[src/rtl/cau_div_step.sv]
`timescale 1ns / 1ps
// ---------------------------------------------------------------------------
// cau_div_step
// One registered restoring-division step: tries den << SHIFT against the
// running remainder and sets quotient bit SHIFT.
// ---------------------------------------------------------------------------
module cau_div_step #(
  parameter int RW    = 40,
  parameter int DW    = 32,
  parameter int QW    = 16,
  parameter int SHIFT = 0
) (
  input  logic          clk,
  input  logic          en,
  input  logic [RW-1:0] rem_i,
  input  logic [QW-1:0] q_i,
  input  logic [DW-1:0] den_i,
  output logic [RW-1:0] rem_o,
  output logic [QW-1:0] q_o
);

  localparam int CW = RW + DW;

  logic [CW-1:0] trial;
  logic [CW-1:0] rem_ext;
  logic          fits;
  logic [RW-1:0] rem_nxt;
  logic [QW-1:0] q_nxt;
  logic [RW-1:0] rem_r;
  logic [QW-1:0] q_r;

  // compare and conditional subtract
  always_comb begin
    trial   = CW'(den_i) << SHIFT;
    rem_ext = CW'(rem_i);
    fits    = rem_ext >= trial;
    rem_nxt = fits ? RW'(rem_ext - trial) : rem_i;
    q_nxt   = fits ? (q_i | (QW'(1) << SHIFT)) : q_i;
  end

  // step register, payload only
  always_ff @(posedge clk) begin
    if (en) begin
      rem_r <= rem_nxt;
      q_r   <= q_nxt;
    end
  end

  assign rem_o = rem_r;
  assign q_o   = q_r;

endmodule

[config.mk]
export PLATFORM = sky130hd
export DESIGN_NAME = cau_div_step
export DESIGN_NICKNAME = d
export VERILOG_FILES = /design/src/rtl/cau_div_step.sv
export SDC_FILE = /design/constraint.sdc
export NUM_CORES = 1
export LEC_CHECK = 0
export BUFFER_PORTS_ARGS = -buffer_cell sky130_fd_sc_hd__buf_2
export CORE_MARGIN = 4
export CORE_UTILIZATION = 50
export CTS_CLUSTER_SIZE = 24
export DETAILED_ROUTE_END_ITERATION = 7
export PLACE_DENSITY = 0.78
export REMOVE_ABC_BUFFERS = 1
export SYNTH_ARGS = -nofsm -noshare
export SYNTH_HDL_FRONTEND = slang
export SYNTH_SLANG_ARGS = --single-unit
export TNS_END_PERCENT = 20
[constraint.sdc]
create_clock -name clk -period 5.3 [get_ports clk]
set_input_delay 0.53 -clock clk [delete_from_list [all_inputs] [get_ports clk]]
set_output_delay 0.53 -clock clk [all_outputs]
set_load 0.01 [all_outputs]
==> impl_metrics.toml <==
[outcome]
run_status = "finished, final reports clean"

[drt]
wl_mm = 10.9
antenna_left = 0
wl_per_cell_um = 15.7
vias_per_cell = 5.57
drtIter0Drc = 213
num_vias = 3863
first_pass_iters = 5
route.detailed.drc = 0

[global_route]
grt_pass1_vias = 3827
top_usage_layer = "met2"
grt_util_all_layers_pct = 21.4
grt_max_degree = 66
grt_overflow = 0
grtUsageMet2_pct = 36.7
grt_util_met1_pct = 28.3
use_met3_pct = 3.61
grt_pass1_wl_mm = 17.6
antenna_found_initial = 0

[die]
num_rows = 33
initial_core_util_pct = 51.4
coreArea_sq_um = 8260
boundaryPins = 146
die_area_sq_um = 10000
fp.dieH_um = 100
die_x_um = 100

[hold_path]
hp-class = "primary input to register"

[clocking]
cts_max_level = 2
clkTransAtPathRegs_ns = 0.11
clock_sinks = 56
clock_path_buffers = 2
cts_root_buf = "clkbuf_8"
ctsHoldBuffers = 0
post_cts_buffers = 0
cts_tree = "yes"
numCtsBuffers = 5
cts_resized = 0

[sta]
rsz0062_at_grt = "no"
slew_headroom_pct = 25.7
whs_ns = 0.387
setup_viol = 0
min_period_over_period_pct = 64.3
hold_viol = 0
setup_tns_ns = 0
worst_pin_slew_ns = 1.11
clock.fmax_ghz = 0.293
post-route-min-period_ns = 3.41
report.final.slew_viol_count = 0

[synth]
syn_avg_cell_area_sq_um = 9.35
yosys_warnings = 0
synth_ff_type = "edfxtp_1"
synth_top_area_cell = "edfxtp_1"
synthArstFlopShare_pct = 0
synth.ff_latch_count = 56
synthCells = 454
synth_edf_count = 56
synth_top_area_share_pct = 39.6
syn_area_sq_um = 4250
ys_top_cells_by_area = "edfxtp_1 40%, ha_1 9.4%, o21ai_0 5.1%, nand2_1 5.0%, xnor2_1 4.1%"
ys_types = 59
yosysSeqAreaShare_pct = 39.6

[worst_setup_path]
path_class = "primary input to register"
cp_max_fo = 65
endpoint_kind = "register"
cp-start-kind = "primary input"
cp.arrival_ns = 3.56
critical_path_required_ns = 5.45

[placement]
io_buffers = 145
hpwl_mm = 8.60
finalWeightedCongestion = 0.947

[power_and_ir_drop]
switching_share_pct = 33.4
intPower_uw = 840
power_frac_seq_pct = 45.9
p_sw_uw = 421
ir_worst_vdd_mv = 0.111
p_leak_nw = 2.25
powerDensity_nw_per_um2 = 247
power_frac_comb_pct = 34.8
power.share.clock_pct = 19.3

[job]
drv_cap = 0

[layout]
layout-drive-gt1-share_pct = 30.1
antenna_cells = 0
syn_to_final_growth_pct = 20.0
nNetsFinal = 711
==> sequential cells by signal, summed over array words and instances, names as in the netlist <==
signal,cells
q_o,16
rem_o,40
==> power groups by stage <==
stage,sequential [mW],combinational [mW],clock (mW)
final,0.578,0.439,0.243
after global routing,0.583,0.485,0.268
after CTS,0.579,0.437,0.249
after detailed placement,0.589,0.435,0
after global placement,0.586,0.423,0
after floorplan,0.622,0.240,0
==> cells in the mapped netlist, drive strengths merged (3+ instances only) <==
master / n
a211oi: 4
a21o: 10
a21oi: 37
a31o: 3
a31oi: 5
buf: 14
clkbuf: 5
edfxtp: 56
ha: 32
inv: 44
nand2: 57
nand2b: 4
nand3: 6
nand4: 13
nor2: 22
nor3: 7
nor4: 4
o2111ai: 3
o211ai: 5
o21a: 3
o21ai: 50
o21bai: 3
xnor2: 20
xor2: 17
==> through the flow <==
stage | worst slack (ns) | area, sq um | std cells | util [%] | power [mW]
global route | 1.53 | 5100 | 694 | 61.7 | 1.34
detailed placement | 1.57 | 5010 | 686 | 60.7 | 1.02
global placement | 1.71 | 5010 | 686 | 60.7 | 1.01
floorplan | 1.75 | 4140 | 435 | - | 0.862
finish | 1.89 | 5100 | 694 | 61.7 | 1.26
CTS | 1.88 | 5100 | 694 | 61.7 | 1.27
==> routing by layer <==
metal	up-vias	share of wire [%]
met5	-	0
met3	15	8.2
met2	164	48
li1	1910	-
met1	1774	43
met4	0	1.3
==> worst paths after layout <==
check | from | to | slack [ns] | cells after the start
min | q_i[6] | q_o[6] | 0.39 | 1
max | rem_i[0] | rem_o[34] | 1.89 | 12
==> critical path: stages <==
cell	delay [ns]
buf_2	0.08
inv_1	0.05
ha_1	0.22
fa_1	0.39
nand2b_1	0.18
a211oi_1	0.28
o21ai_0	0.20
nand4_1	0.19
nand2_2	0.64
nor3_4	0.37
nor3b_2	0.22
xor2_1	0.20
==> logic make-up (layout without fill, tap and decap cells) <==
group,count (synthesis),count (layout),synth area share [%]
xor+xnor,37,37,7.63
buf+inv,63,198,6.36
mux,3,3,0.766
simple gates,124,124,14.3
fa+ha+maj,33,33,9.90
flops,56,56,39.6
compound gates,138,138,21.5
==> placed cells by master, fill, tap and decap left out, types with 7 or more instances in the layout <==
cell type	instances
nand2_1	56
o21ai_0	43
buf_2	145
xor2_1	17
xnor2_1	20
o21ai_1	7
nand4_1	11
inv_1	44
nor2_1	21
a21oi_1	31
edfxtp_1	56
ha_1	32
a21o_1	10
==> final cells by class <==
cell class,count,area (sq um)
well taps,105,131
multi-input cells,335,2300
clock buffers,6,72.6
repair buffers,146,733
fillers,726,3160
flip-flops and latches,56,1680
inverters,44,165
clock inverters,2,16.3
Note: power is estimated with default switching activity, not from simulation.
